===== src/rtl/gdb_pkg.sv =====
// Shared types, constants and the arctangent table for the goal distance and bearing block.
package gdb_pkg;

	localparam int COORD_WIDTH_DEF = 16;
	localparam int ITERATIONS_DEF  = 16;

	localparam int ANG_W  = 16;
	localparam int DIST_W = 17;
	localparam int GUARD  = 8;
	localparam int Z_W    = 32;

	localparam logic [Z_W-1:0]    INV_GAIN  = 32'h9B74EDA8;
	localparam logic [Z_W-1:0]    Z_HALF    = 32'h80000000;
	localparam logic [Z_W-1:0]    Z_ROUND   = 32'h00008000;
	localparam logic [DIST_W-1:0] DIST_MAX  = 17'h1FFFF;

	// Configuration register indexes
	typedef enum logic [0:0] {
		REG_GOAL_X = 1'b0,
		REG_GOAL_Y = 1'b1
	} cfg_reg_t;

	// Control group that travels with every beat
	typedef struct packed {
		logic             valid;
		logic             zero;
		logic [ANG_W-1:0] heading;
	} meta_t;

	// Angle of one micro-rotation, atan(2^-i), in units of 2^-32 turn
	function automatic logic [Z_W-1:0] atan_turn(input logic [4:0] i);
		logic [Z_W-1:0] a;
		case (i)
			5'd0:  a = 32'h20000000;
			5'd1:  a = 32'h12E4051E;
			5'd2:  a = 32'h09FB385B;
			5'd3:  a = 32'h051111D4;
			5'd4:  a = 32'h028B0D43;
			5'd5:  a = 32'h0145D7E1;
			5'd6:  a = 32'h00A2F61E;
			5'd7:  a = 32'h00517C55;
			5'd8:  a = 32'h0028BE53;
			5'd9:  a = 32'h00145F2F;
			5'd10: a = 32'h000A2F98;
			5'd11: a = 32'h000517CC;
			5'd12: a = 32'h00028BE6;
			5'd13: a = 32'h000145F3;
			5'd14: a = 32'h0000A2FA;
			5'd15: a = 32'h0000517D;
			5'd16: a = 32'h000028BE;
			5'd17: a = 32'h0000145F;
			5'd18: a = 32'h00000A30;
			5'd19: a = 32'h00000518;
			5'd20: a = 32'h0000028C;
			5'd21: a = 32'h00000146;
			5'd22: a = 32'h000000A3;
			5'd23: a = 32'h00000051;
			5'd24: a = 32'h00000029;
			5'd25: a = 32'h00000014;
			5'd26: a = 32'h0000000A;
			5'd27: a = 32'h00000005;
			5'd28: a = 32'h00000003;
			5'd29: a = 32'h00000001;
			5'd30: a = 32'h00000001;
			default: a = 32'h00000000;
		endcase
		return a;
	endfunction

endpackage


===== src/rtl/gdb_post.sv =====
// Output stages: bearing wrap, gain compensation multiply, rounding and saturation.
module gdb_post #(
	parameter int XW = 28
) (
	input  logic                         clk,
	input  logic                         arst_n,
	input  logic                         en,
	input  logic signed [XW-1:0]         x_in,
	input  logic [gdb_pkg::Z_W-1:0]      z_in,
	input  gdb_pkg::meta_t               meta_in,
	output logic [gdb_pkg::DIST_W-1:0]   dist_s3,
	output logic [gdb_pkg::ANG_W-1:0]    bearing_s3,
	output logic                         valid_s3
);
	import gdb_pkg::*;

	// Magnitude width, at least one bit above the low multiplier half
	localparam int XPW = (XW > 32) ? XW : 33;
	localparam int RW  = XPW + 2;

	logic [Z_W-1:0]    z_rnd;
	logic [ANG_W-1:0]  ang16;
	logic              xpos;
	logic [XPW-1:0]    ux_s1;
	logic [ANG_W-1:0]  bearing_s1;
	logic [ANG_W-1:0]  bearing_s2;
	logic [63:0]       lo_s2;
	logic [XPW-1:0]    hi_s2;
	logic [RW-1:0]     r_sum;
	logic [RW-1:0]     r_shr;
	logic              valid_s1;
	logic              valid_s2;

	// Round the angle to 16 bits; a zero offset has direction 0
	assign z_rnd = z_in + Z_ROUND;
	assign ang16 = meta_in.zero ? '0 : z_rnd[Z_W-1:Z_W-ANG_W];
	assign xpos  = !meta_in.zero && (x_in > 0);

	// Stage 1: bearing and magnitude operand
	always_ff @(posedge clk) begin
		if (en) begin
			bearing_s1 <= ang16 - meta_in.heading;
			ux_s1      <= xpos ? XPW'($unsigned(x_in)) : '0;
		end
	end

	// Stage 2: partial products of magnitude times inverse gain
	always_ff @(posedge clk) begin
		if (en) begin
			bearing_s2 <= bearing_s1;
			lo_s2      <= 64'(ux_s1[31:0]) * 64'(INV_GAIN);
			hi_s2      <= XPW'(ux_s1[XPW-1:32]) * XPW'(INV_GAIN);
		end
	end

	// Stage 3: sum partials, drop guard bits with rounding, saturate
	assign r_sum = RW'(hi_s2) + RW'(lo_s2[63:32]) + RW'(1 << (GUARD - 1));
	assign r_shr = r_sum >> GUARD;

	always_ff @(posedge clk) begin
		if (en) begin
			bearing_s3 <= bearing_s2;
			dist_s3    <= (r_shr > RW'(DIST_MAX)) ? DIST_MAX : r_shr[DIST_W-1:0];
		end
	end

	// Valid bits
	always_ff @(posedge clk or negedge arst_n) begin
		if (!arst_n) begin
			valid_s1 <= 1'b0;
			valid_s2 <= 1'b0;
			valid_s3 <= 1'b0;
		end else if (en) begin
			valid_s1 <= meta_in.valid;
			valid_s2 <= valid_s1;
			valid_s3 <= valid_s2;
		end
	end

endmodule


===== config.mk =====
export PLATFORM = sky130hd
export DESIGN_NAME = gdb_post
export DESIGN_NICKNAME = d
export VERILOG_FILES = /design/src/rtl/gdb_pkg.sv /design/src/rtl/gdb_post.sv
export SDC_FILE = /design/constraint.sdc
export NUM_CORES = 1
export LEC_CHECK = 0
export BUFFER_PORTS_ARGS = -buffer_cell sky130_fd_sc_hd__buf_2
export CAP_MARGIN = 40
export CELL_PAD_IN_SITES_DETAIL_PLACEMENT = 1
export CELL_PAD_IN_SITES_GLOBAL_PLACEMENT = 2
export CORE_AREA = 2 2 249 251
export CTS_CLUSTER_DIAMETER = 50
export DETAILED_ROUTE_END_ITERATION = 12
export DIE_AREA = 0 0 251 253
export GPL_TIMING_DRIVEN = 0
export PLACE_DENSITY_LB_ADDON = 0.1
export SYNTH_ARGS = -nofsm -noshare
export SYNTH_HDL_FRONTEND = slang
export SYNTH_SLANG_ARGS = --single-unit

===== constraint.sdc =====
create_clock -name clk -period 7.8 [get_ports clk]
set_input_delay 1.56 -clock clk [delete_from_list [all_inputs] [get_ports clk]]
set_output_delay 1.56 -clock clk [all_outputs]
set_load 0.05 [all_outputs]

# --- Yosys cells after proc, flatten, opt, wreduce, memory -nomap -nowiden ---
# Cells that the tools add are included.
word_totals:
  wordCells: 22
  in_bits: 81
  reg_bits: 192
classes:
  magnitude_cmp: 2
  addsub: 4
  n_reduce_logical: 2
  mux: 1
  n_mul: 2
op_table:
  columns: ["operator", "count"]
  rows:
  - ["32-bit by 29-bit multiplier with 61-bit output (second input constant)", 1]
  - ["34-bit by 8-bit adder with 35-bit output (second input constant)", 1]
  - ["33-bit by 32-bit adder with 34-bit output", 1]
  - ["32-bit by 16-bit adder with 32-bit output (second input constant)", 1]
  - ["1-bit by 29-bit multiplier with 30-bit output (second input constant)", 1]
  - ["28-bit by 1-bit > comparator with 1-bit output (second input constant)", 1]
  - ["27-bit by 17-bit > comparator with 1-bit output (second input constant)", 1]
  - ["16-bit two-way mux", 1]
  - ["16-bit subtractor", 1]
  - ["1-bit logical AND", 1]
  - ["1-bit zero test", 1]

# --- Longest topological paths before layout ---
logic_depth:
  word_depth: 3
  ltp_mapped: 26
  depth_no_buf: 25

# --- Least setup slack after synthesis ---
# Ideal clock, no wire load.
synth_timing:
  path_kind: "reg2reg"
  start: "reg ux_s1[9]"
  end: "reg lo_s2[61], data pin"
  setup_ns: 0.254
  stages_incl_launch_ff: 24
  slack_ns: 0.572
  arrival_time_ns: 6.974
  t_required_ns: 7.546
  synth_period_minus_slack_ns: 7.228
  cell_sequence: "edfxtp_1 inv_1 fa_1 fa_1 fa_1 inv_1 fa_1 fa_1 fa_1 fa_1 inv_1 fa_1 inv_1 ha_1 a21o_1 o21bai_1 a221oi_1 o21ai_0 o31ai_1 a21oi_2 a41o_2 nor4_2 nor3_2 a21o_1"
synth_via:
  elab_chain_len: 1
synth_rtl:
  columns: ["item", "line_no", "source"]
  rows:
  - ["start: declaration", "gdb_post.sv:24", "logic [XPW-1:0] ux_s1;"]
  - ["start signal: assignment", "gdb_post.sv:43", "ux_s1 <= xpos ? XPW'($unsigned(x_in)) : '0;"]
  - ["32-bit by 29-bit multiplier with 61-bit output", "gdb_post.sv:51", "lo_s2 <= 64'(ux_s1[31:0]) * 64'(INV_GAIN);"]
  - ["end signal: assignment", "gdb_post.sv:51", null]
  - ["end: declaration", "gdb_post.sv:27", "logic [63:0] lo_s2;"]
# No other way between the ends.
# A chain may end at the register's enable or synchronous reset.

# --- Final worst setup path ---
layout_timing:
  start: "reg ux_s1[7]"
  end: "reg lo_s2[60], data pin"
# Same word-level chain as after synthesis.

==> metrics.txt <==
Rel. slew slack roughly 45%; routed length per instance just over 20 um; Worst Skew between 0.015 and 0.02 ns; hold buffer count at CTS 0; highest metal layer with signal wires met4; WS Path Type reg2reg; Syn. warnings 0; register-to-register path setup slack 0.16 ns; Worst Hold Path EP bearing_s3[5]; path depth of the worst reg2reg path 24; Total Routing Usage GR between 20% and 30%; TritonCTS clock tree yes; post-synthesis compound-gate area fraction 6.06%; pin count of the biggest net entering global routing 67; hold wc startpoint bearing_s2[5]; via count 13856; met2 wire length ~32 mm; number of port buffers 98; CP Launch Type flip-flop; maximum fanout along the worst path 4; number of buffers added by the clock tree synthesis step 17; worst reg2reg path endpoint lo_s2[60]; crit path setup slack, layout roughly 0.16 ns; arrival time at the worst endpoint approximately 8 ns; highest clock rate ~130 MHz; width of the die 251 um; site row count between 90 and 100; reported max-cap violation count 0; Worst Setup End Kind flip-flop; Die Outline Area ~0.064 sq mm; final count of hold timing violations 0; antenna-violating nets left 0; unrepaired setup endpoints after global routing yes; Layout Area Growth over Synthesis 14.3%; HPWL after DPL 52.6 mm; core outline area 0.0610 sq mm; routed length on met3 roughly 1.1 mm; number of max-slew violations in the final report 0; number of filler cells placed in the layout just under 7000; Longest Clk Path Bufs 2; Congestion Overflow GR 0; Placed Cells between 2000 and 3000; Iteration-0 DRC Markers 511; Final Wtd Congestion between 0.8 and 0.9; combinational family with the most area after synthesis adder cells; post-synthesis cell area approximately 0.021 sq mm; TNS Setup 0 ns; Critical R2R Launch ux_s1[7]; synthesized area per cell around 11 sq um; I/O pin cnt ~120; most frequent cells in the layout 568 x sky130_fd_sc_hd__inv_1, 388 x sky130_fd_sc_hd__fa_1, 340 x sky130_fd_sc_hd__ha_1, 116 x sky130_fd_sc_hd__edfxtp_1, 97 x sky130_fd_sc_hd__buf_2; flops & latches, synth 119; antenna violations before repair 2; portion of netlist area occupied by mux cells 0.254%; most used flip-flop cell after synthesis sky130_fd_sc_hd__edfxtp_1; cell count after synthesis about 2000; share of layout cells above drive strength 1 12.3%; total number of H-tree levels 4; clock slew seen by the registers of the worst setup and hold paths about 0.070 ns; required time at the endpoint of the critical path about 8.0 ns; number of nets in the synthesized netlist 2791; sequential-to-total area share from yosys stat between 15 and 20%; effective utilization at floorplan between 30% and 40%; number of vias per cell after detailed routing ~4.7; Post-synth ARST share under 10%; number of nets in the final layout 2981; global-route wire length before repair 94.8 mm; die extent in y about 250 um; post-route DRC violation count 0; hold path depth 0; XOR/XNOR Fraction of Synth Area under 10%; Worst-Skew Late Latency about 0.45 ns; simple-gate area share of the yosys netlist between 5 and 6%; adder-cell share of the synthesized area between 50% and 60%; part of the cycle the worst path needs a little under 100%; status completed; met1 routed wirelength after detailed routing approximately 27 mm; post-layout util 39.6%; clock root buffer sky130_fd_sc_hd__clkbuf_16; post-placement setup slack -0.842 ns; total detailed-routing wirelength between 60 and 70 mm; total number of clock tree sinks 119; Tightest Hold Check Type reg2reg; number of standard cells in the final layout excluding fillers just under 3000; most common cell after layout, fill and taps aside sky130_fd_sc_hd__inv_1; Least-Margin Pin Slew just over 0.8 ns; Final Setup Violations 0; number of global-route vias before repair about 16000; count of unique library cells instantiated by Yosys 54; number of optimization iterations in the first detailed-route pass 4; Tmin final between 7 and 8 ns; number of enable flip-flop cells after synthesis around 120
-- worst max path at each step --
stage,start,end,slack (ns)
6_report,ux_s1[7],lo_s2[60],0.16
5_1_grt,ux_s1[7],lo_s2[60],-0.11
4_1_cts,ux_s1[1],lo_s2[61],0.003
3_5_place_dp,ux_s1[6],lo_s2[61],-0.84
3_3_place_gp,ux_s1[6],lo_s2[61],-0.87
2_1_floorplan,ux_s1[9],lo_s2[61],0.57
-- flip-flops by register name (all words and copies together), names as in the netlist --
name and cells:
ux_s1 28, lo_s2 23, dist_s3 17, bearing_s1 16, bearing_s2 16, bearing_s3 16, valid_s1 1, valid_s2 1
valid_s3 1
-- cell usage after synthesis, types with 3 or more instances --
master,number,area [sq um]
sky130_fd_sc_hd__xnor2_1,24,210
sky130_fd_sc_hd__a31oi_1,6,37.5
sky130_fd_sc_hd__ha_1,354,4430
sky130_fd_sc_hd__xor2_1,28,245
sky130_fd_sc_hd__nand2_1,60,225
sky130_fd_sc_hd__nand2b_1,10,62.6
sky130_fd_sc_hd__o21bai_1,9,67.6
sky130_fd_sc_hd__a211oi_1,5,37.5
sky130_fd_sc_hd__and4_1,4,35.0
sky130_fd_sc_hd__and3_1,16,100
sky130_fd_sc_hd__nor2_1,47,176
sky130_fd_sc_hd__o31ai_1,3,22.5
sky130_fd_sc_hd__clkbuf_1,14,52.6
sky130_fd_sc_hd__and2_1,31,194
sky130_fd_sc_hd__nor3_1,14,70.1
sky130_fd_sc_hd__nor4_1,7,43.8
sky130_fd_sc_hd__nor2b_1,6,37.5
sky130_fd_sc_hd__nand3_1,26,130
sky130_fd_sc_hd__mux2_2,3,33.8
sky130_fd_sc_hd__inv_1,582,2180
sky130_fd_sc_hd__o21a_1,11,82.6
sky130_fd_sc_hd__o211ai_1,6,45.0
sky130_fd_sc_hd__a21o_1,36,270
sky130_fd_sc_hd__nand4_1,8,50.1
sky130_fd_sc_hd__dfrtp_1,3,75.1
sky130_fd_sc_hd__edfxtp_1,116,3480
sky130_fd_sc_hd__fa_1,395,7910
sky130_fd_sc_hd__a21oi_1,62,310
sky130_fd_sc_hd__a21boi_0,7,52.6
sky130_fd_sc_hd__o21ai_0,37,185
-- critical path, cell delays in order, from the launching register on --
cell and delay [ns]:
sky130_fd_sc_hd__edfxtp_1 0.51, sky130_fd_sc_hd__clkinvlp_4 0.20, sky130_fd_sc_hd__buf_6 0.14, sky130_fd_sc_hd__fa_1 0.56, sky130_fd_sc_hd__fa_1 0.44, sky130_fd_sc_hd__fa_2 0.55
sky130_fd_sc_hd__inv_2 0.04, sky130_fd_sc_hd__fa_1 0.50, sky130_fd_sc_hd__fa_2 0.59, sky130_fd_sc_hd__fa_1 0.43, sky130_fd_sc_hd__fa_1 0.58, sky130_fd_sc_hd__inv_1 0.07
sky130_fd_sc_hd__fa_1 0.49, sky130_fd_sc_hd__inv_2 0.05, sky130_fd_sc_hd__ha_4 0.22, sky130_fd_sc_hd__a21o_1 0.19, sky130_fd_sc_hd__o21bai_4 0.18, sky130_fd_sc_hd__a221oi_4 0.31
sky130_fd_sc_hd__o21ai_2 0.15, sky130_fd_sc_hd__o31ai_4 0.31, sky130_fd_sc_hd__a21oi_4 0.13, sky130_fd_sc_hd__a41o_4 0.26, sky130_fd_sc_hd__nor4_4 0.22, sky130_fd_sc_hd__nor3_2 0.07
sky130_fd_sc_hd__xor2_1 0.17
-- area by class of cell --
type / instances / area, sq um / area share (%)
clock buffers: 19 / 433 / 1.79
well taps: 790 / 988 / 4.09
clock inverters: 13 / 130 / 0.538
repair buffers: 172 / 1120 / 4.65
multi-input cells: 1246 / 15700 / 64.8
plain buffers: 13 / 48.8 / 0.202
flip-flops and latches: 119 / 3560 / 14.7
diodes: 2 / 5.00 / 0.0207
inverters: 582 / 2220 / 9.18
-- stage by stage --
step / instance area (sq um) / hold WS, ns
after floorplan: 21100 / 0.400
after global placement: 22600 / 0.403
after detailed placement: 22700 / 0.405
after CTS: 23700 / 0.413
after global routing: 24200 / 0.423
final: 24200 / 0.407
-- per-layer routing --
| metal | track usage [%] | vias up |
|---|---|---|
| li1 | - | 6538 |
| met1 | 25.9 | 7184 |
| met2 | 36.2 | 94 |
| met3 | 1.94 | 40 |
| met4 | 5.39 | 0 |
| met5 | 0 | - |
-- cells by family after synthesis --
group / after synthesis
compound gates: 201
xor+xnor: 52
fa+ha+maj: 749
buf+inv: 596
flops: 119
mux: 5
other cells: 1
simple gates: 238
-- repair_timing --
item                                    in CTS  in global routing
resized for setup                           24                 56
pin swaps                                   12                 44
buffers inserted                            43                 31
endpoints found under the setup margin      17                 11
Power is left out: the tool's default activity adds up to more than one toggle a clock period on the data nets, which glitch-free logic cannot reach.
