==> config.mk <==
export PLATFORM = sky130hd
export DESIGN_NAME = gdb_prerot
export DESIGN_NICKNAME = d
export VERILOG_FILES = /design/src/rtl/gdb_pkg.sv /design/src/rtl/gdb_prerot.sv
export SDC_FILE = /design/constraint.sdc
export NUM_CORES = 1
export LEC_CHECK = 0
export BUFFER_PORTS_ARGS = -buffer_cell sky130_fd_sc_hd__buf_4
export CORE_MARGIN = 2
export CORE_UTILIZATION = 40
export DETAILED_ROUTE_END_ITERATION = 10
export PLACE_DENSITY = 0.69
export SLEW_MARGIN = 30
export SYNTH_ARGS = -nofsm -noshare
export SYNTH_HDL_FRONTEND = slang
export SYNTH_SLANG_ARGS = --single-unit
export TNS_END_PERCENT = 50
==> constraint.sdc <==
create_clock -name clk -period 1 [get_ports clk]
set_clock_uncertainty 0.15 [all_clocks]
set_input_delay 0.05 -clock clk [delete_from_list [all_inputs] [get_ports clk]]
set_output_delay 0.05 -clock clk [all_outputs]
set_load 0.02 [all_outputs]
==> src/rtl/gdb_pkg.sv <==
// Shared types, constants and the arctangent table for the goal distance and bearing block.
package gdb_pkg;

	localparam int COORD_WIDTH_DEF = 16;
	localparam int ITERATIONS_DEF  = 16;

	localparam int ANG_W  = 16;
	localparam int DIST_W = 17;
	localparam int GUARD  = 8;
	localparam int Z_W    = 32;

	localparam logic [Z_W-1:0]    INV_GAIN  = 32'h9B74EDA8;
	localparam logic [Z_W-1:0]    Z_HALF    = 32'h80000000;
	localparam logic [Z_W-1:0]    Z_ROUND   = 32'h00008000;
	localparam logic [DIST_W-1:0] DIST_MAX  = 17'h1FFFF;

	// Configuration register indexes
	typedef enum logic [0:0] {
		REG_GOAL_X = 1'b0,
		REG_GOAL_Y = 1'b1
	} cfg_reg_t;

	// Control group that travels with every beat
	typedef struct packed {
		logic             valid;
		logic             zero;
		logic [ANG_W-1:0] heading;
	} meta_t;

	// Angle of one micro-rotation, atan(2^-i), in units of 2^-32 turn
	function automatic logic [Z_W-1:0] atan_turn(input logic [4:0] i);
		logic [Z_W-1:0] a;
		case (i)
			5'd0:  a = 32'h20000000;
			5'd1:  a = 32'h12E4051E;
			5'd2:  a = 32'h09FB385B;
			5'd3:  a = 32'h051111D4;
			5'd4:  a = 32'h028B0D43;
			5'd5:  a = 32'h0145D7E1;
			5'd6:  a = 32'h00A2F61E;
			5'd7:  a = 32'h00517C55;
			5'd8:  a = 32'h0028BE53;
			5'd9:  a = 32'h00145F2F;
			5'd10: a = 32'h000A2F98;
			5'd11: a = 32'h000517CC;
			5'd12: a = 32'h00028BE6;
			5'd13: a = 32'h000145F3;
			5'd14: a = 32'h0000A2FA;
			5'd15: a = 32'h0000517D;
			5'd16: a = 32'h000028BE;
			5'd17: a = 32'h0000145F;
			5'd18: a = 32'h00000A30;
			5'd19: a = 32'h00000518;
			5'd20: a = 32'h0000028C;
			5'd21: a = 32'h00000146;
			5'd22: a = 32'h000000A3;
			5'd23: a = 32'h00000051;
			5'd24: a = 32'h00000029;
			5'd25: a = 32'h00000014;
			5'd26: a = 32'h0000000A;
			5'd27: a = 32'h00000005;
			5'd28: a = 32'h00000003;
			5'd29: a = 32'h00000001;
			5'd30: a = 32'h00000001;
			default: a = 32'h00000000;
		endcase
		return a;
	endfunction

endpackage

==> src/rtl/gdb_prerot.sv <==
// Entry stage: goal offset, guard-bit scaling and half-plane pre-rotation.
module gdb_prerot #(
	parameter int CW = 16,
	parameter int XW = 28
) (
	input  logic                         clk,
	input  logic                         arst_n,
	input  logic                         en,
	input  logic                         in_valid,
	input  logic signed [CW-1:0]         goal_x,
	input  logic signed [CW-1:0]         goal_y,
	input  logic signed [CW-1:0]         pos_x,
	input  logic signed [CW-1:0]         pos_y,
	input  logic [gdb_pkg::ANG_W-1:0]    heading,
	output logic signed [XW-1:0]         x_s1,
	output logic signed [XW-1:0]         y_s1,
	output logic [gdb_pkg::Z_W-1:0]      z_s1,
	output gdb_pkg::meta_t               meta_s1
);
	import gdb_pkg::*;

	localparam int PAD = XW - CW - 1 - GUARD;

	logic signed [CW:0]    dx;
	logic signed [CW:0]    dy;
	logic signed [XW-1:0]  xg;
	logic signed [XW-1:0]  yg;
	logic                  neg;

	// Offset from robot to goal, one bit wider than the coordinates
	assign dx = {goal_x[CW-1], goal_x} - {pos_x[CW-1], pos_x};
	assign dy = {goal_y[CW-1], goal_y} - {pos_y[CW-1], pos_y};

	// Append guard fraction bits and sign-extend to the rotator width
	assign xg = {{PAD{dx[CW]}}, dx, {GUARD{1'b0}}};
	assign yg = {{PAD{dy[CW]}}, dy, {GUARD{1'b0}}};
	assign neg = dx[CW];

	// Payload: flip into the right half-plane, start angle at pi
	always_ff @(posedge clk) begin
		if (en) begin
			x_s1 <= neg ? -xg : xg;
			y_s1 <= neg ? -yg : yg;
			z_s1 <= neg ? Z_HALF : '0;
		end
	end

	// Control: valid, zero-offset flag and heading
	always_ff @(posedge clk or negedge arst_n) begin
		if (!arst_n) begin
			meta_s1 <= '0;
		end else if (en) begin
			meta_s1.valid   <= in_valid;
			meta_s1.zero    <= (dx == '0) && (dy == '0);
			meta_s1.heading <= heading;
		end
	end

endmodule

After elaboration in Yosys (flattened, before gate mapping):

Index checks and enable logic that the tools add are counted.

* add/sub/neg operators: 4
* reduce and logical (&&, ||, !) cells: 3
* mux-type cells: 3

Operator list (number)
* $neg A25 Y28: 2
* $logic_not A17 Y1: 2
* $sub A16 B16 Y17: 2
* $mux W32: 1
* $mux W28: 1
* $mux W24: 1
* $logic_and A1 B1 Y1: 1

* register bits after elaboration: 106
* logic and storage cells: 18
* input bits: 84
* output and inout port bits: 106

Logic depth before layout (Yosys ltp):

Gate-level depths: netlist of run 1.

* depth in word-level cells: 3
* gate-level depth with buffers: 15

Worst setup path after synthesis of run 1:

OpenSTA, ideal clock, no wires.

* path kind: in2reg
* from: input port goal_y[0]
* to: register y_s1[24] (data pin)
* path buffers: 0
* library setup time: 256 ps
* stages: 13
* data arrival time: 2878 ps
* setup slack: -2284 ps
* cell sequence: inv_1 -> ha_1 -> fa_1 -> nand2b_1 -> a21oi_1 -> nor3_1 -> o21a_1 -> or3_1 -> or4b_4 -> nor4b_4 -> ha_1 -> nand2_1 -> nand2_1

* longest elaborated chain between the ends: 3

RTL lines
* start, declared: line gdb_prerot.sv:11 `input logic signed [CW-1:0] goal_y,`
* $sub A16 B16 Y17 (*): line gdb_prerot.sv:32 `assign dy = {goal_y[CW-1], goal_y} - {pos_y[CW-1], pos_y};`
* $neg A25 Y28: line gdb_prerot.sv:43 `y_s1 <= neg ? -yg : yg;`
* $mux W28 (*): line gdb_prerot.sv:43
* end signal, assigned: line gdb_prerot.sv:43
* end, declared: line gdb_prerot.sv:16 `output logic signed [XW-1:0] y_s1,`

Mark *: on every way between the ends. The rest lies on a longest branch, timed or not.
A chain may end at the register's enable or synchronous reset.

Worst setup path after layout of run 1:

Ends and elaborated chain as after synthesis.

==> flow_summary.yaml, run 1 <==
die:
  start_util_pct: 40.7
  die_y_um: 114
  die_w_um: 114
  io_pins: 190
  core_area_um2: 11900
  die-area_um2: 13000
  rows: 40
final_layout:
  diodes: 0
  final_nets: 960
  layout-drive-gt1-share_pct: 54.0
  area_delta_synth_final_pct: 83.8
sta:
  fin_crit_sh_pct: 291
  slew_headroom_pct: 65.9
  tightest_slew_ns: 0.508
  setup_viol: 96
  fin_crit_ns: 2.91
  hold_ws_ns: -0.00724
  worst_slack_ns: -1.91
  finalHoldViolCount: 17
  max_freq_mhz: 343
  rsz0062_at_grt: "true"
  drv_slew: 0
grt:
  antenna_found_initial: 0
  grt_overflow: 0
  grt_pass1_vias: 5044
  grt_max_degree: 23
  gr-usage-all-layers_pct: 21.6
  grt_pass1_wl_um: 22700
route:
  drt_wl_total_um: 15400
  firstDrtPassIters: 4
  drc: 0
  drt_iter0_markers: 201
  wire_per_inst_um: 15.5
  vias: 5033
  viasPerCell: 5.08
  ant_nets: 0
synth:
  synth_edf_count: 41
  ys_seq_area_share_pct: 34.7
  synthCells: 514
  synth_cell_type_count: 63
  synth-main-ff-cell: "edfxtp_1"
  synthArstFlopShare_pct: 30.5
  yosysMostFrequentCell: "buf_4"
  synth_top_area_cell: "edfxtp_1"
  synth.top_cells.by_area: "edfxtp_1 (25%), dfrtp_1 (9.3%), ha_1 (9.3%), buf_4 (7.3%), xnor2_1 (5.6%)"
  ys_seq_elements: 59
  syn-cell-area_um2: 4850
  yosysTopAreaCellShare_pct: 25.4
  yosys_warnings: 0
  synth_common_cells: "buf_4 (47), inv_1 (45), edfxtp_1 (41), ha_1 (36), xnor2_1 (31)"
  avgSynthCellArea_um2: 9.44
placed_design:
  place.gp.congestion: 0.864
  post-place-ws_ns: -2.35
  io_buffers: 142
  dp_hpwl_um: 10400
hold_path:
  hp-class: "input pin to asynchronous set/reset pin"
cts:
  path_clk_slew_ns: 0.05
  worstSkewPairLatency_ns: 0.31
  htree_num_levels: 3
  cts_root_buf: "clkbuf_16"
  cts_sinks: 59
  cts_tree: "built"
  clk_path_buf_depth: 2
  cts_buffers: 9
setup_path:
  ff2ff_path_depth: 1
  path_max_fanout: 2
  r2r_end: "meta_s1[11]"
  crit_path_max_incr_delay_ns: 0.54
  path_common_cell: "nand2_1"
  slowest_stage: "or4b_4"
  startpoint_type: "input pin"
  worstReg2RegStart: "meta_s1[11]"
  setup.worst_path.class: "input pin to register"
  r2r_slack_ns: 0.04
  cp.arrival_ns: 2.83
  worst_ep_required_time_ns: 0.92
  crit_chain: "buf_8 > inv_8 > ha_4 > fa_2 > nand2b_4 > a21oi_2 > xor2_1 > or2_1 > or3_4 > or4b_4 > nor4b_4 > ha_1 > nand2_1 > nand2_1"
  endpoint_kind: "register"
pwr:
  cellLeakagePower_nw: 4.01
  p_per_area_nw_per_um2: 1450
  ir_worst_vdd_uv: 1210
  total_power_mw: 13.0
status:
  status: "finished, violations left"
  violations: "hold timing, setup timing"
run:
  cap_violations: 0
registers in the layout, indices dropped and copies added (netlist names):
name     flops
x_s1        20
meta_s1     18
z_s1         1
y_s1        20
worst max-delay path by stage:
stage | from | endpoint | slack, ns | depth (start not counted)
after floorplan | goal_y[0] | y_s1[24] | -2.13 | 13
after global placement | goal_y[0] | y_s1[24] | -2.29 | 14
after detailed placement | goal_y[0] | y_s1[24] | -2.35 | 14
after CTS | goal_y[0] | y_s1[24] | -1.89 | 14
after global routing | goal_y[0] | y_s1[24] | -2.00 | 14
final | goal_y[0] | y_s1[24] | -1.91 | 14
logic make-up (layout without fill, tap and decap cells):
group                    after synthesis  after routing  share of synthesized area, %
multiplexers                          19             19                          4.36
flip-flops                            59             59                          34.7
buffers and inverters                106            386                          11.9
other                                  1             50                        0.0773
XOR/XNOR                              48             48                          8.67
AO/OA/AOI/OAI                        117            117                          16.4
AND/OR/NAND/NOR                      126            126                          13.9
adder cells (fa/ha/maj)               38             38                          10.1
power breakdown:
part / switching [mW] / internal (mW)
Clock: 1.04 / 2.04
Sequential: 0.257 / 3.19
Combinational: 3.14 / 3.30
Total: 4.43 / 8.53
cells in the final DEF (no fill, tap or decap), types with 17 or more instances in the layout:
master         count
dfrtp_1           18
mux2_2            17
buf_6             76
buf_4            221
conb_1            50
edfxtp_1          41
ha_1              24
inv_1             37
nor2_1            21
dlygate4sd3_1     18
xnor2_1           26
nand2_1           22
cell type report:
cell class,instances,area [µm²]
repair buffers,325,2900
clock inverters,3,16.3
clock buffers,13,293
flip-flops and latches,59,1680
well taps,147,184
inverters,45,209
fillers,780,2990
multi-input cells,398,3640
routing by layer:
metal | share of wire [%] | up-vias | routed length, µm | GRT usage (%)
met5 | 0 | - | 0 | 0
met4 | 2.3 | 0 | 361 | 7.15
met3 | 6.6 | 32 | 1020 | 3.71
met2 | 53 | 194 | 8200 | 41.3
met1 | 38 | 2398 | 5790 | 24.0
li1 | - | 2409 | - | -
metrics by stage:
stage	TNS (ns)	util (%)	instances	hold slack, ns	area (µm²)
2_1_floorplan	-53.16	-	563	-0.396	5260
4_1_cts	-51.59	71.0	977	-0.0170	8450
6_report	-55.55	74.9	990	-0.00724	8920
5_1_grt	-60.24	74.9	990	0.0200	8920
3_5_place_dp	-65.94	60.0	929	-0.222	7150
3_3_place_gp	-62.84	60.0	929	-0.230	7150
critical path, delay by kind of cell:
kind | cells | cell delay [ns]
AOI/OAI and AO/OA | 1 | 0.13
and+or+nand+nor | 7 | 1.70
buffers and inverters | 2 | 0.11
adders and majority gates | 3 | 0.76
xor gates and xnor gates | 1 | 0.08
what timing repair did:
action,4_1_cts,5_1_grt
pin swaps,52,33
gates resized for setup,164,63
buffers inserted,15,12
cloned,0,2
hold endpoints to repair,35,0
endpoints found under the setup margin,96,96
hold buffers,18,0
Note: power is estimated with default switching activity, not from simulation.
==> run 2: changes to the inputs <==
--- a/config.mk
+++ b/config.mk
@@ -6,7 +6,7 @@
 export NUM_CORES = 1
 export LEC_CHECK = 0
 export BUFFER_PORTS_ARGS = -buffer_cell sky130_fd_sc_hd__buf_4
-export CORE_MARGIN = 2
+export CORE_MARGIN = 8
 export CORE_UTILIZATION = 40
 export DETAILED_ROUTE_END_ITERATION = 10
 export PLACE_DENSITY = 0.69
==> flow_summary.yaml, run 2 (synthesis results as in run 1) <==
final_layout:
  layout-drive-gt1-share_pct: 55.3
  diodes: 0
  final_nets: 969
  num-fill-cells: 751
  layout_commonest_cell: "buf_4"
  final-seq-area_um2: 1680
  area_delta_synth_final_pct: 85.5
  multi_input_area_um2: 3610
  top_regs: "x_s1 (20), y_s1 (20), meta_s1 (18)"
  final_cell_mix: "buf_4 (222), buf_6 (85), conb_1 (50), edfxtp_1 (41), inv_1 (37)"
cts:
  cts_root_buf: "clkbuf_16"
  htree_num_levels: 3
  cts_buffers: 9
  cts_sinks: 59
  clk_path_buf_depth: 2
  path_clk_slew_ns: 0.05
  worstSkewPairLatency_ns: 0.32
  cts_tree: "built"
sta:
  setup_viol: 96
  max_freq_mhz: 336
  rsz0062_at_grt: "true"
  hold_ws_ns: -0.0157
  fin_crit_ns: 2.97
  worst_slack_ns: -1.97
  slew_headroom_pct: 46.0
  tns_ns: -55.26
  tightest_slew_ns: 0.811
  fin_crit_sh_pct: 297
  drv_slew: 0
  finalHoldViolCount: 18
setup_path:
  worst_ep_required_time_ns: 0.92
  ff2ff_path_depth: 1
  crit_chain: "buf_6 > inv_2 > ha_4 > buf_4 > nand2_2 > nor3_2 > o31a_1 > o21ai_1 > a221oi_4 > or4b_4 > nor4b_4 > ha_1 > nand2_1 > nand2_1"
  path_max_fanout: 6
  path_common_cell: "nand2_1"
  endpoint_kind: "register"
  r2r_slack_ns: 0.06
  setup.worst_path.class: "input pin to register"
  r2r_end: "meta_s1[10]"
  cp.arrival_ns: 2.90
  slowest_stage: "or4b_4"
  crit_path_max_incr_delay_ns: 0.51
  startpoint_type: "input pin"
  worstReg2RegStart: "meta_s1[10]"
die:
  die_w_um: 126
  io_pins: 190
  rows: 40
  die_y_um: 126
  die-area_um2: 15900
  core_area_um2: 11900
  start_util_pct: 40.7
hold_path:
  hp-class: "input pin to asynchronous set/reset pin"
route:
  firstDrtPassIters: 7
  vias: 4993
  viasPerCell: 5.00
  ant_nets: 0
  drt_wl_total_um: 16300
  wire_per_inst_um: 16.3
  drt_iter0_markers: 256
  drc: 0
grt:
  gr-usage-all-layers_pct: 19.5
  antenna_found_initial: 0
  grt_pass1_vias: 5457
  grt_max_degree: 24
  grt_overflow: 0
  grt_pass1_wl_um: 25700
placed_design:
  place.gp.congestion: 0.844
  post-place-ws_ns: -2.34
  dp_hpwl_um: 11600
  io_buffers: 142
pwr:
  ir_worst_vdd_uv: 875
  p_per_area_nw_per_um2: 1490
  total_power_mw: 13.4
  cellLeakagePower_nw: 4.08
status:
  violations: "hold timing, setup timing"
  status: "finished, violations left"
run:
  cap_violations: 0
run 2: area by class of cell:
class	count	area share, %
clock inverter	6	1.06
sequential	59	18.7
inverter	45	2.27
tap	147	2.04
clock buffer	10	2.78
multi-input combinational	398	40.1
timing repair buffer	334	33.0
run 2: through the flow:
step / util, % / instances / area [µm²]
2_1_floorplan: - / 563 / 5260
3_3_place_gp: 60.0 / 931 / 7150
3_5_place_dp: 60.0 / 931 / 7150
4_1_cts: 71.7 / 983 / 8540
5_1_grt: 75.6 / 999 / 9000
6_report: 75.6 / 999 / 9000
run 2: routing by layer:
metal / vias up / global-route usage (%) / wire [µm]
met2: 179 / 34.7 / 8460
li1: 2421 / - / -
met4: 0 / 7.43 / 247
met1: 2373 / 22.3 / 6830
met5: - / 0 / 0
met3: 20 / 4.01 / 795
run 2: worst max path at each step:
stage / startpoint / endpoint / slack [ns] / cells after the start
6_report: pos_y[8] / y_s1[24] / -1.97 / 14
3_3_place_gp: goal_y[0] / y_s1[24] / -2.29 / 14
4_1_cts: goal_y[0] / y_s1[24] / -1.88 / 14
5_1_grt: pos_y[8] / y_s1[24] / -2.08 / 14
3_5_place_dp: goal_y[0] / y_s1[24] / -2.34 / 14
2_1_floorplan: goal_y[0] / y_s1[24] / -2.13 / 13
run 2: worst max-delay path, delay by kind of cell:
family | cells | cell delay [ns]
and+or+nand+nor | 6 | 1.29
AOI/OAI and AO/OA | 3 | 0.75
adders and majority gates | 2 | 0.55
buffers and inverters | 3 | 0.24
run 2: where the power goes:
| part | switching (mW) | leakage [nW] | internal (mW) |
|---|---|---|---|
| Combinational | 3.11 | 3.30 | 3.35 |
| Clock | 1.17 | 0.168 | 2.35 |
| Sequential | 0.240 | 0.613 | 3.19 |
run 2: repair_timing:
action / in CTS / in global routing
endpoints found under the hold margin: 35 / 0
resized for setup: 167 / 65
cloned: 1 / 1
hold buffers: 18 / 0
pin swaps: 46 / 49
setup buffers: 20 / 20
setup endpoints to repair: 96 / 96
==> run 3: changes to the inputs <==
--- a/config.mk
+++ b/config.mk
@@ -6,11 +6,13 @@
 export NUM_CORES = 1
 export LEC_CHECK = 0
 export BUFFER_PORTS_ARGS = -buffer_cell sky130_fd_sc_hd__buf_4
+export CELL_PAD_IN_SITES_DETAIL_PLACEMENT = 1
+export CELL_PAD_IN_SITES_GLOBAL_PLACEMENT = 1
 export CORE_MARGIN = 8
-export CORE_UTILIZATION = 40
+export CORE_UTILIZATION = 37
 export DETAILED_ROUTE_END_ITERATION = 10
-export PLACE_DENSITY = 0.69
-export SLEW_MARGIN = 30
+export PLACE_DENSITY = 0.83
+export SLEW_MARGIN = 40
 export SYNTH_ARGS = -nofsm -noshare
 export SYNTH_HDL_FRONTEND = slang
 export SYNTH_SLANG_ARGS = --single-unit
==> flow_summary.yaml, run 3 (synthesis results as in run 1) <==
die:
  core_area_um2: 13000
  start_util_pct: 37.2
  die-area_um2: 17000
  die_y_um: 131
  rows: 42
  io_pins: 190
  die_w_um: 131
pwr:
  cellLeakagePower_nw: 4.21
  ir_worst_vdd_uv: 1280
  total_power_mw: 14.9
  p_per_area_nw_per_um2: 1600
cts:
  clk_path_buf_depth: 2
  cts_hold_buf: 18
  htree_num_levels: 3
  cts_tree: "built"
  cts_root_buf: "clkbuf_16"
  path_clk_slew_ns: 0.08
  cts_sinks: 59
  cts_buffers: 9
  worstSkewPairLatency_ns: 0.35
final_layout:
  multi_input_area_um2: 3840
  fin_cells: 1039
  final-seq-area_um2: 1680
  top_regs: "x_s1 (20), y_s1 (20), meta_s1 (18)"
  layout-drive-gt1-share_pct: 58.2
  final_nets: 980
  num-fill-cells: 1369
  area_delta_synth_final_pct: 91.9
  final_cell_mix: "buf_4 (235), buf_6 (76), conb_1 (50), edfxtp_1 (41), inv_1 (38)"
  layout_commonest_cell: "buf_4"
  diodes: 0
sta:
  fin_crit_ns: 3.34
  slew_headroom_pct: 47.8
  drv_slew: 0
  rsz0062_at_grt: "true"
  fin_crit_sh_pct: 334
  tns_ns: -73.62
  worst_slack_ns: -2.34
  max_freq_mhz: 299
  finalHoldViolCount: 0
  setup_viol: 98
  tightest_slew_ns: 0.777
hold_path:
  hp-class: "input pin to register"
  min_from: "en"
  hold_depth: 2
  worst_hold_path.endpoint: "x_s1[19]"
route:
  drt_iter0_markers: 722
  wire_per_inst_um: 32.6
  vias: 6280
  ant_nets: 0
  firstDrtPassIters: 6
  drc: 0
  viasPerCell: 6.04
  drt_wl_total_um: 33900
run:
  cap_violations: 0
setup_path:
  critPathTopFamily: "simple AND/OR/NAND/NOR gates"
  path_max_fanout: 6
  worst_ep_required_time_ns: 0.96
  r2r_slack_ns: -0.02
  setup.worst_path.class: "input pin to register"
  slowest_stage: "or4b_4"
  r2r_end: "meta_s1[12]"
  endpoint_kind: "register"
  crit_buf_inv: 4
  crit_chain: "buf_4 > inv_1 > ha_2 > buf_4 > o211ai_1 > nand2_1 > buf_4 > o211ai_1 > nor3b_2 > a221oi_4 > or4b_4 > nor4b_4 > ha_1 > nand2_1 > nand2_1"
  worstReg2RegStart: "meta_s1[12]"
  startpoint_type: "input pin"
  crit_path_max_incr_delay_ns: 0.52
  cp.arrival_ns: 3.30
  ff2ff_path_depth: 1
placed_design:
  place_inst: 959
  post-place-ws_ns: -2.46
  dp_hpwl_um: 14800
  place.gp.congestion: 0.859
  io_buffers: 142
grt:
  grt_pass1_vias: 6679
  grt_max_degree: 20
  grt_busiest_layer: "met2"
  use_met2_pct: 56.7
  grt_overflow: 0
  gr-usage-all-layers_pct: 32.4
  grt_pass1_wl_um: 40800
  antenna_found_initial: 1
  use_met1_pct: 34.5
  use_met3_pct: 8.08
status:
  violations: "setup timing"
  status: "finished, violations left"
==> run 3: cell types whose count changed in the layout (fill, tap and decap cells not counted), moves of 5 or more <==
cell,previous run,this run
buf_4,222,235
buf_6,85,76
o31ai_2,5,0
o31ai_4,4,9
xnor2_1,24,16
xnor2_2,7,14
==> run 3: through the flow <==
| stage | hold slack [ns] | utilization [%] | instance area [µm²] |
|---|---|---|---|
| 2_1_floorplan | -0.396 | - | 5260 |
| 3_3_place_gp | -0.230 | 55.5 | 7230 |
| 3_5_place_dp | -0.220 | 55.5 | 7230 |
| 4_1_cts | -0.0289 | 66.9 | 8710 |
| 5_1_grt | 0.00155 | 71.4 | 9310 |
| 6_report | 0.00544 | 71.4 | 9310 |
==> run 3: worst max-delay path by stage <==
stage / slack (ns) / from / endpoint / depth (start not counted)
2_1_floorplan: -2.13 / goal_y[0] / y_s1[24] / 13
3_3_place_gp: -2.30 / goal_y[0] / y_s1[24] / 14
3_5_place_dp: -2.46 / goal_y[0] / y_s1[24] / 14
4_1_cts: -1.97 / goal_y[0] / y_s1[24] / 14
5_1_grt: -2.36 / pos_y[7] / y_s1[24] / 15
6_report: -2.34 / pos_y[7] / y_s1[24] / 15
==> run 3: routing by layer <==
layer / up-vias / share of wire [%]
met5: - / 0.038
li1: 2454 / -
met2: 599 / 47
met1: 3030 / 35
met3: 195 / 11
met4: 2 / 7.2
==> run 3: cell type report <==
cell class	count	area share, %
clock buffer	9	2.42
tap	176	2.37
timing repair buffer	345	33.1
multi-input combinational	398	41.2
inverter	45	2.06
clock inverter	7	0.739
sequential	59	18.1
==> run 3: where the power goes <==
| part | total, mW | switching [mW] | internal, mW |
|---|---|---|---|
| sequential | 3.56 | 0.372 | 3.19 |
| combinational | 7.92 | 4.33 | 3.59 |
| clock | 3.43 | 1.51 | 1.93 |
| total | 14.9 | 6.20 | 8.71 |
==> run 3: repair_timing <==
item | 4_1_cts | 5_1_grt
endpoints found under the hold margin | 35 | 7
buffers inserted | 30 | 23
endpoints found under the setup margin | 96 | 97
pin swaps | 61 | 52
cloned | 1 | 0
resized for setup | 183 | 86
